==> config.mk <==
export PLATFORM = sky130hd
export DESIGN_NAME = pgdl_queue
export DESIGN_NICKNAME = d
export VERILOG_FILES = /design/src/rtl/core/pgdl_pkg.sv /design/src/rtl/core/pgdl_queue.sv
export SDC_FILE = /design/constraint.sdc
export NUM_CORES = 1
export LEC_CHECK = 0
export ABC_AREA = 1
export BUFFER_PORTS_ARGS = -buffer_cell sky130_fd_sc_hd__buf_4
export CORE_AREA = 3 3 124 126
export DETAILED_ROUTE_END_ITERATION = 12
export DIE_AREA = 0 0 127 129
export GPL_ROUTABILITY_DRIVEN = 0
export SLEW_MARGIN = 20
export SYNTH_ARGS = -nofsm -noshare
export SYNTH_HDL_FRONTEND = slang
export SYNTH_SLANG_ARGS = --single-unit
==> constraint.sdc <==
create_clock -name clk -period 2.24 [get_ports clk]
set_input_delay 0.448 -clock clk [delete_from_list [all_inputs] [get_ports clk]]
set_output_delay 0.448 -clock clk [all_outputs]
set_load 0.01 [all_outputs]
==> src/rtl/core/pgdl_pkg.sv <==
// Shared types and constants of the proximity gain delay line.
// No dependencies; imported by every module of the block.
package pgdl_pkg;

  localparam int DELAY_DEPTH_DEF = 32768;

  // distance = DIST_AT_ZERO - round(raw * DIST_SLOPE / 2^16), Q8.8 cm
  localparam logic signed [15:0] DIST_AT_ZERO = 16'sd15083;
  localparam logic [14:0] DIST_SLOPE = 15'd17066;
  localparam logic [15:0] GAIN_ONE = 16'd32768;

  localparam logic [14:0] DELAY_RST = 15'd4410;
  localparam logic [14:0] TRIG_RST = 15'd10240;
  localparam logic [15:0] GPC_RST = 16'd3277;

  localparam int CFG_AW = 2;
  localparam logic [CFG_AW-1:0] REG_DELAY = 2'd0;
  localparam logic [CFG_AW-1:0] REG_TRIG = 2'd1;
  localparam logic [CFG_AW-1:0] REG_GPC = 2'd2;

  localparam int QUEUE_DEPTH = 4;
  localparam int QAW = $clog2(QUEUE_DEPTH);

  typedef struct packed {
    logic signed [15:0] dry;
    logic [15:0] gain;
    logic [1:0] idx;
  } job_t;

endpackage

==> src/rtl/core/pgdl_queue.sv <==
// Short job queue between front and back ends.
// Depends on pgdl_pkg for job_t and the queue depth.
module pgdl_queue
  import pgdl_pkg::*;
(
  input  logic clk,
  input  logic rst_n,
  input  logic push,
  input  job_t push_job,
  input  logic pop,
  output job_t head,
  output logic full,
  output logic empty
);

  job_t           mem_r [QUEUE_DEPTH];
  logic [QAW-1:0] wr_r;
  logic [QAW-1:0] rd_r;
  logic [QAW:0]   cnt_r;

  assign full  = cnt_r == (QAW+1)'(QUEUE_DEPTH);
  assign empty = cnt_r == '0;
  assign head  = mem_r[rd_r];

  always_ff @(posedge clk) begin
    if (!rst_n) begin
      wr_r  <= '0;
      rd_r  <= '0;
      cnt_r <= '0;
    end else begin
      if (push) begin
        wr_r <= wr_r + 1'b1;
      end
      if (pop) begin
        rd_r <= rd_r + 1'b1;
      end
      if (push && !pop) begin
        cnt_r <= cnt_r + 1'b1;
      end else if (pop && !push) begin
        cnt_r <= cnt_r - 1'b1;
      end
    end
  end

  always_ff @(posedge clk) begin
    if (push) begin
      mem_r[wr_r] <= push_job;
    end
  end

endmodule

==> results by group <==
Floorplanning
  – Die Height: 129 um
  – Die area: 0.0164 mm2
  – Initial core utilization: 0.395
  – Rows: 44
  – Total core area: 0.0144 mm2
  – Ports: 74
  – DIE WIDTH: 127 um

Cells and area
  – Final net count: 512
  – Final cell count without fillers: 665
  – Final core occ: 0.489
  – Syn-to-layout area delta: 23.9%
  – Layout cell share with drive strength beyond 1: 0.333
  – Fillers: 1250
  – # diodes: 0

Worst setup path
  – Worst path max stage delay: 0.41 ns
  – Buf/Inv on CP: 2
  – Worst EP arrival: 1.70 ns
  – Crit path max-delay family: buffers and inverters
  – CP Launch Type: register
  – Critical Path End Type: primary output
  – CP required: 1.79 ns
  – Crit-path slowest cell: dfxtp_4
  – CP cell instances: inv_8 -> nor2_1 -> o22ai_1 -> buf_4
  – Worst Path Max Fanout: 68
  – Critical path class: register to primary output

Clock tree
  – Post-CTS setup buffer count: 0
  – Clk buf depth: 2
  – H-tree levels: 4
  – CTS clk-pin slew, worst paths: 0.06 ns
  – Clk sinks: 145
  – Worst skew pair latency: 0.41 ns
  – CTS buffer count: 17
  – Clock root buffer: clkbuf_16
  – TritonCTS clock tree: done

Logic synthesis
  – Cell type with the largest total area after synthesis: edfxtp_1
  – Share of the synthesized area in the top cell type: 0.718
  – Netlist cell types: 23
  – Mapped Cells: 387
  – Syn. warnings: 0
  – Most frequent cell after synthesis: edfxtp_1
  – Sequential fraction of the synthesis area: 0.749
  – EDFF count, synth: 136
  – Mapped cell area: 0.00569 mm2
  – Syn Nets: 431
  – Synth async-reset ratio: 0
  – Area contributors post-synth: edfxtp_1, o21ai_0, o22ai_2, nor2_1, dfxtp_1
  – Avg Cell Area, Syn: 14.7 um2
  – Primary FF master, synth: edfxtp_1
  – Most frequent cells after synthesis: edfxtp_1, o21ai_0, nor2_1
  – Number of synthesized register bits: 145

Route
  – Post-route ant nets: 0
  – Routed vias/inst: 4.98
  – Post-DR wirelength/cell: 17.0 um
  – Post-route DRC: 0
  – Final wirelength: 11.3 mm
  – First-iteration detailed-routing DRC count: 196
  – Drt pass-1 iters: 4
  – Vias: 3315

Global route
  – Global-route wire length before repair: 17.9 mm
  – GR Overflow Total: 0
  – Largest net degree at the start of global routing: 69
  – Tot GR Track Use: 0.144
  – Initial antenna violation count: 0
  – Vias in the first global route: 3399

Pwr
  – Pint: 5.23 mW
  – Psw: 1.47 mW
  – Sequential Power Share: 0.468
  – Switching share of power: 0.219
  – Tot Pwr: 6.70 mW
  – Clk pwr share: 0.434
  – Leak Pwr: 2.52 nW
  – Worst IR Drop VDD: 0.529 mV
  – Power Density: 950 mW/mm2
  – Share of power burned in combinational logic: 0.098

Timing
  – Worst slew pin tran: 0.437 ns
  – Post-route clock period utilization: 0.960
  – Setup slack after layout: 0.0895 ns
  – Worst Clk Skew: 0.00683 ns
  – Worst slew margin: 0.709
  – Final setup vio count: 0
  – Setup TNS Final: 0 ns
  – Final Hold Fails: 0
  – RSZ-0062 raised after global routing: yes
  – Final worst path period need: 2.15 ns
  – FMAX: 0.465 GHz
  – Slew Limit Fails: 0

Run status
  – Status: complete, no violations

Flow run
  – MaxCap Viol Count: 0

Place
  – Setup WS pre-CTS: 0.362 ns
  – HPWL after DPL: 6.80 mm
  – I/O Buffers: 73
  – Placed cells: 633

Hold path
  – Hold Path Class: input port to register
[cells by family after synthesis]
| kind of cell | Yosys count | share of synthesized area |
|---|---|---|
| compound gates | 112 | 0.128 |
| fa+ha+maj | 6 | 0.0145 |
| simple gates | 86 | 0.0666 |
| buf+inv | 38 | 0.0416 |
| flops | 145 | 0.749 |
[layer usage]
layer	global-route usage	up-vias	wire length, um
met5	0	-	0
met4	0.0505	0	176
met3	0.0469	14	493
met2	0.235	63	5680
met1	0.180	1641	4970
li1	-	1597	-
[state kept, by name, indices dropped and copies added, names as in the netlist, named ones only]
register  count
wr_r          2
cnt_r         3
rd_r          2
mem_r       136
[stage by stage]
stage          area [um2]  hold slack [ns]
3_5_place_dp         6430            0.444
5_1_grt              7050            0.213
3_3_place_gp         6430            0.437
6_report             7050            0.236
4_1_cts              7050            0.216
2_1_floorplan        5690            0.412
[layout by cell type, fill, tap and decap left out, types with 2 or more instances in the layout]
cell,n
buf_4,78
o22ai_2,20
dfxtp_1,7
nor2_1,53
nor2_2,20
buf_12,4
clkbuf_16,17
bufinv_16,4
nand2_1,9
clkinv_2,2
edfxtp_1,136
inv_2,5
o21ai_0,69
inv_1,11
inv_6,2
clkinvlp_4,3
nor3_1,2
clkinv_1,2
ha_1,5
o22ai_1,14
o21ai_1,5
a21oi_1,4
[what timing repair did]
item,4_1_cts,5_1_grt
pin swaps,0,0
setup endpoints to repair,27,20
gates resized for setup,3,1
hold buffers,0,0
hold endpoints to repair,0,0
[layout make-up]
| class | count | area [um2] | share of cell area |
|---|---|---|---|
| Multi-Input combinational cell | 204 | 1190 | 0.169 |
| Inverter | 17 | 71.3 | 0.0101 |
| Tap cell | 184 | 230 | 0.0326 |
| Clock inverter | 14 | 186 | 0.0264 |
| Sequential cell | 145 | 4270 | 0.605 |
| Clock buffer | 18 | 429 | 0.0608 |
| Timing Repair Buffer | 83 | 677 | 0.0960 |
[power groups by stage]
stage	logic [mW]	clock network, mW	registers (mW)
2_1_floorplan	0.373	0	3.18
3_3_place_gp	0.660	0	3.19
3_5_place_dp	0.671	0	3.19
4_1_cts	0.674	2.97	3.13
5_1_grt	0.727	3.09	3.14
6_report	0.658	2.91	3.13
[path summary, 6_finish.rpt]
check	from	endpoint	slack [ns]	cells after the start
setup / recovery	register	head[32]	0.09	4
hold / removal	push_job[20]	mem_r[0][20]	0.24	1
hold reg to reg	rd_r[1]	register	0.44	1
setup reg to reg	wr_r[0]	mem_r[2][12]	0.73	5
Power figures use the tool's default switching activity.
