--- src/rtl/core/pgdl_pkg.sv ---
// Shared types and constants of the proximity gain delay line.
// No dependencies; imported by every module of the block.
package pgdl_pkg;

  localparam int DELAY_DEPTH_DEF = 32768;

  // distance = DIST_AT_ZERO - round(raw * DIST_SLOPE / 2^16), Q8.8 cm
  localparam logic signed [15:0] DIST_AT_ZERO = 16'sd15083;
  localparam logic [14:0] DIST_SLOPE = 15'd17066;
  localparam logic [15:0] GAIN_ONE = 16'd32768;

  localparam logic [14:0] DELAY_RST = 15'd4410;
  localparam logic [14:0] TRIG_RST = 15'd10240;
  localparam logic [15:0] GPC_RST = 16'd3277;

  localparam int CFG_AW = 2;
  localparam logic [CFG_AW-1:0] REG_DELAY = 2'd0;
  localparam logic [CFG_AW-1:0] REG_TRIG = 2'd1;
  localparam logic [CFG_AW-1:0] REG_GPC = 2'd2;

  localparam int QUEUE_DEPTH = 4;
  localparam int QAW = $clog2(QUEUE_DEPTH);

  typedef struct packed {
    logic signed [15:0] dry;
    logic [15:0] gain;
    logic [1:0] idx;
  } job_t;

endpackage

--- src/rtl/core/pgdl_front.sv ---
// Front end: sensor distance conversion, nearest-sensor search and gain.
// Depends on pgdl_pkg. Feeds jobs into pgdl_queue.
module pgdl_front
  import pgdl_pkg::*;
(
  input  logic               clk,
  input  logic               rst_n,
  input  logic               take,
  input  logic signed [15:0] dry_sample,
  input  logic               sensor_valid,
  input  logic [15:0]        sensor_raw [3],
  input  logic [14:0]        trigger_distance,
  input  logic [15:0]        gain_per_cm,
  input  logic               q_full,
  output logic               en,
  output logic               push,
  output job_t               push_job
);

  logic               a_v_r;
  logic               a_sv_r;
  logic signed [15:0] a_dry_r;
  logic [30:0]        a_prod_r [3];

  logic               b_v_r;
  logic               b_zero_r;
  logic [1:0]         b_idx_r;
  logic [15:0]        b_diff_r;
  logic signed [15:0] b_dry_r;

  logic signed [15:0] held_r [3];
  logic signed [15:0] sel [3];
  logic [14:0]        drop [3];
  logic signed [15:0] near;
  logic [1:0]         near_idx;
  logic signed [16:0] near_x;
  logic signed [16:0] trig_x;
  logic signed [16:0] diff_x;
  logic [31:0]        gprod;
  logic [32:0]        gsum;
  logic [23:0]        graw;
  logic [15:0]        gain;

  assign en = !(b_v_r && q_full);

  always_comb begin
    for (int i = 0; i < 3; i++) begin
      drop[i] = 15'(({1'b0, a_prod_r[i]} + 32'd32768) >> 16);
      sel[i]  = a_sv_r ? (DIST_AT_ZERO - $signed({1'b0, drop[i]})) : held_r[i];
    end
    near     = sel[0];
    near_idx = 2'd0;
    if (sel[1] < near) begin
      near     = sel[1];
      near_idx = 2'd1;
    end
    if (sel[2] < near) begin
      near     = sel[2];
      near_idx = 2'd2;
    end
    near_x = {near[15], near};
    trig_x = $signed({2'b00, trigger_distance});
    diff_x = trig_x - near_x;
  end

  always_comb begin
    gprod = b_diff_r * gain_per_cm;
    gsum  = {1'b0, gprod} + 33'd256;
    graw  = gsum[32:9];
    priority if (b_zero_r) begin
      gain = '0;
    end else if (graw > {8'd0, GAIN_ONE}) begin
      gain = GAIN_ONE;
    end else begin
      gain = graw[15:0];
    end
  end

  assign push          = b_v_r && !q_full;
  assign push_job.dry  = b_dry_r;
  assign push_job.gain = gain;
  assign push_job.idx  = b_idx_r;

  always_ff @(posedge clk) begin
    if (!rst_n) begin
      a_v_r <= 1'b0;
      b_v_r <= 1'b0;
      for (int i = 0; i < 3; i++) begin
        held_r[i] <= '0;
      end
    end else if (en) begin
      a_v_r <= take;
      b_v_r <= a_v_r;
      if (a_v_r && a_sv_r) begin
        for (int i = 0; i < 3; i++) begin
          held_r[i] <= sel[i];
        end
      end
    end
  end

  always_ff @(posedge clk) begin
    if (en) begin
      a_sv_r  <= sensor_valid;
      a_dry_r <= dry_sample;
      for (int i = 0; i < 3; i++) begin
        a_prod_r[i] <= sensor_raw[i] * DIST_SLOPE;
      end
      b_dry_r  <= a_dry_r;
      b_idx_r  <= near_idx;
      b_zero_r <= near_x > trig_x;
      b_diff_r <= diff_x[15:0];
    end
  end

endmodule

--- config.mk ---
export PLATFORM = sky130hd
export DESIGN_NAME = pgdl_front
export DESIGN_NICKNAME = d
export VERILOG_FILES = /design/src/rtl/core/pgdl_pkg.sv /design/src/rtl/core/pgdl_front.sv
export SDC_FILE = /design/constraint.sdc
export NUM_CORES = 2
export LEC_CHECK = 0
export BUFFER_PORTS_ARGS = -buffer_cell sky130_fd_sc_hd__buf_2
export CAP_MARGIN = 20
export CORE_UTILIZATION = 54
export DETAILED_ROUTE_END_ITERATION = 8
export PLACE_DENSITY_LB_ADDON = 0.12
export SLEW_MARGIN = 5
export SYNTH_ARGS = -nofsm -noshare
export SYNTH_HDL_FRONTEND = slang
export SYNTH_SLANG_ARGS = --single-unit
--- constraint.sdc ---
create_clock -name clk -period 10.28 [get_ports clk]
set_clock_uncertainty 0.2 [all_clocks]
set_input_delay 2.056 -clock clk [delete_from_list [all_inputs] [get_ports clk]]
set_output_delay 2.056 -clock clk [all_outputs]
set_load 0.02 [all_outputs]
==> metrics.md <==
| Metric | Value |
|---|---|
| Avg WL per Cell | 16.3 microns |
| Final period util | 1.02 |
| Netlist cell types | 94 |
| Outcome | finished with violations |
| I/O Buffers | 135 |
| Startpoint Class | input port |
| Final worst slack | -0.204 ns |
| Clk slew on worst S/H paths | 0.06 ns |
| DP Wirelength | 49,500 microns |
| RSZ-0062 raised after global routing | yes |
| Max stage delay on crit path | 0.56 ns |
| Synth Instances | 2,771 |
| Synthesis Warnings | 0 |
| Layout cells sized above 1 | 0.159 |
| Origin of the critical flop-to-flop path | a_prod_r[0][15] |
| Die ar. | 50,300 sq um |
| GRT Resource Usage Total | 0.250 |
| Core box area | 48,800 sq um |
| Diode count | 0 |
| Worst reg2reg setup slack | 0.61 ns |
| Post-DP Area | 29,100 sq um |
| Max-slew violation count | 0 |
| # setup viols final | 16 |
| Worst-path maximum fanout | 8 |
| IO Count | 136 |
| DR iter-0 viols | 963 |
| Failing checks | negative setup slack |
| Final count of hold timing violations | 0 |
| Antenna violations before repair | 0 |
| Remaining global-route overflow | 0 |
| Top cell type's share of synthesized area | 0.239 |
| Avg Synthesized Cell Area | 9.63 sq um |
| Vias | 20.0k |
| Crit end category | primary output |
| Hold Path Class | register to register |
| Initial core utilization | 0.546 |
| Post-synth top area cell | fa_1 |
| Post-Synthesis Cell Area | 26,700 sq um |
| Worst relative slew slack | 0.396 |
| Worst Path Required | 8.02 ns |
| Antenna-violating nets left | 0 |
| Number of flops mapped to enable cells by yosys | 148 |
| Vias in the first global route | 21.1k |
| CP Launch Point | gain_per_cm[6] |
| Tmin final | 10.48 ns |
| Area growth syn-to-layout | 14.4% |
| Register area | 4480 sq um |
| Synthesized Nets | 3,692 |
| Drt first pass iters | 5 |
| CTS tree | built |
| Via density | 5.43 |
| Fmax | 0.0954 GHz |
| Most frequent cell after synthesis | ha_1 |
| Top post-synthesis cells by area | fa_1 (24%), ha_1 (24%), edfxtp_1 (17%) |
| DRC viols | 0 |
| Clock sink total | 150 |
| Worst-Skew Late Latency | 0.43 ns |
| CTS Buffer Depth | 2 |
| Crit path kind | input port to primary output |
| Commonest cells post-synth | ha_1 (502), inv_1 (469), fa_1 (319) |
| Seq/Total Area, Yosys | 0.168 |
| Max_cap viols | 0 |
| FILL cells | 4,181 |
| FP Rows | 81 |
| First-pass GRT wire length | 102,000 microns |
| Multi-input logic area | 20,700 sq um |
| Final wirelength | 60,000 microns |
| Die Span X | 224 microns |
| Hold_sp | a_dry_r[1] |
| Synthesized flop and latch total | 150 |
| Nets@finish | 3,927 |
| Clock root buffer | clkbuf_16 |
| H-tree levels | 4 |
| GP Congestion | 0.886 |
| Asr flop ratio synth | 0 |
| Num CTS Buffers | 17 |
| Pin count of the biggest net entering global routing | 70 |
| CP arrival | 8.23 ns |
| Worst path slowest cell | fa_1 |
| Worst-Margin Slew | 0.906 ns |
| Design area | 30,500 sq um |
| Die height | 224 microns |
| Prevailing post-synth register cell | edfxtp_1 |
kinds of logic (layout without fill, tap and decap cells):
kind of cell / after synthesis / after routing / share of synthesized area
xor gates and xnor gates: 113 / 113 / 0.0371
buffers and inverters: 553 / 801 / 0.0794
DFF: 150 / 150 / 0.168
muxes: 29 / 29 / 0.0117
and+or+nand+nor: 744 / 744 / 0.139
adders and majority gates: 822 / 822 / 0.475
AOI/OAI and AO/OA: 360 / 360 / 0.0905
metrics by stage:
step           hold slack, ns  setup slack [ns]  TNS (ns)  instances  utilization
6_report                0.220            -0.204     -2.35       3683        0.625
5_1_grt                 0.228            -0.416     -5.66       3683        0.625
4_1_cts                 0.221            -0.186     -2.33       3673        0.618
3_5_place_dp            0.205            -0.495     -7.28       3624        0.596
3_3_place_gp            0.201            -0.363     -5.39       3624        0.596
2_1_floorplan           0.200           0.00413         0       2771            -
cells in the final DEF (no fill, tap or decap), types with 11 or more instances in the layout:
| cell | netlist | layout |
|---|---|---|
| o21a_1 | 27 | 27 |
| edfxtp_1 | 148 | 148 |
| a21o_1 | 41 | 41 |
| nand4_1 | 17 | 17 |
| buf_4 | 3 | 149 |
| nor2b_1 | 41 | 40 |
| xor2_1 | 36 | 36 |
| buf_2 | 19 | 104 |
| a21oi_1 | 89 | 80 |
| o21ai_0 | 66 | 56 |
| and3_1 | 22 | 12 |
| nand2_1 | 239 | 224 |
| fa_1 | 319 | 309 |
| xnor2_1 | 77 | 74 |
| buf_6 | 1 | 41 |
| a31oi_1 | 15 | 11 |
| nand3_1 | 33 | 33 |
| nand2b_1 | 13 | 13 |
| nor2_1 | 158 | 156 |
| clkbuf_16 | 0 | 17 |
| mux2i_1 | 14 | 14 |
| nand2_2 | 1 | 11 |
| nor3_1 | 39 | 34 |
| inv_1 | 469 | 463 |
| and2_1 | 109 | 107 |
| mux2_2 | 13 | 13 |
| ha_1 | 502 | 491 |
| a211oi_1 | 14 | 11 |
worst paths after layout:
check	cells past startpoint	to
max	29	push_job[10]
min	0	b_dry_r[1]
max reg2reg	48	b_diff_r[15]
min reg2reg	0	b_dry_r[1]
critical path: cells and delay by family:
kind	cells	cell delay [ns]
XOR/XNOR	1	0.15
AND/OR/NAND/NOR	5	0.83
adder cells (fa/ha/maj)	7	3.10
buffers and inverters	10	1.01
AO/OA/AOI/OAI	6	1.06
what timing repair did:
item,4_1_cts,5_1_grt
buffers inserted,16,11
cloned,1,0
pin swaps,80,69
hold buffers,0,0
setup endpoints to repair,16,23
hold endpoints to repair,0,0
resized for setup,102,75
state kept, by name, indices dropped and copies added, names as in the netlist:
| signal | cells |
|---|---|
| b_dry_r | 16 |
| b_v_r | 1 |
| b_zero_r | 1 |
| a_sv_r | 1 |
| b_idx_r | 2 |
| a_dry_r | 16 |
| a_prod_r | 48 |
| b_diff_r | 16 |
| held_r | 48 |
| a_v_r | 1 |
cell type report:
cell class,count,share of cell area
inverters,470,0.0577
repair buffers,299,0.0719
clock inverters,15,0.00504
flip-flops and latches,150,0.147
clock buffers,17,0.0139
well taps,664,0.0272
multi-input cells,2068,0.677
layer usage:
| layer | vias to the layer above | part of all wire | global-route usage |
|---|---|---|---|
| met5 | - | 0 | 0 |
| met4 | 0 | 0.014 | 0.0544 |
| met3 | 57 | 0.028 | 0.0229 |
| met2 | 350 | 0.51 | 0.452 |
| met1 | 9847 | 0.45 | 0.322 |
| li1 | 9742 | - | - |
Power is not shown: default switching activity piles up to over one toggle a cycle in this logic, so the estimate is an artifact.
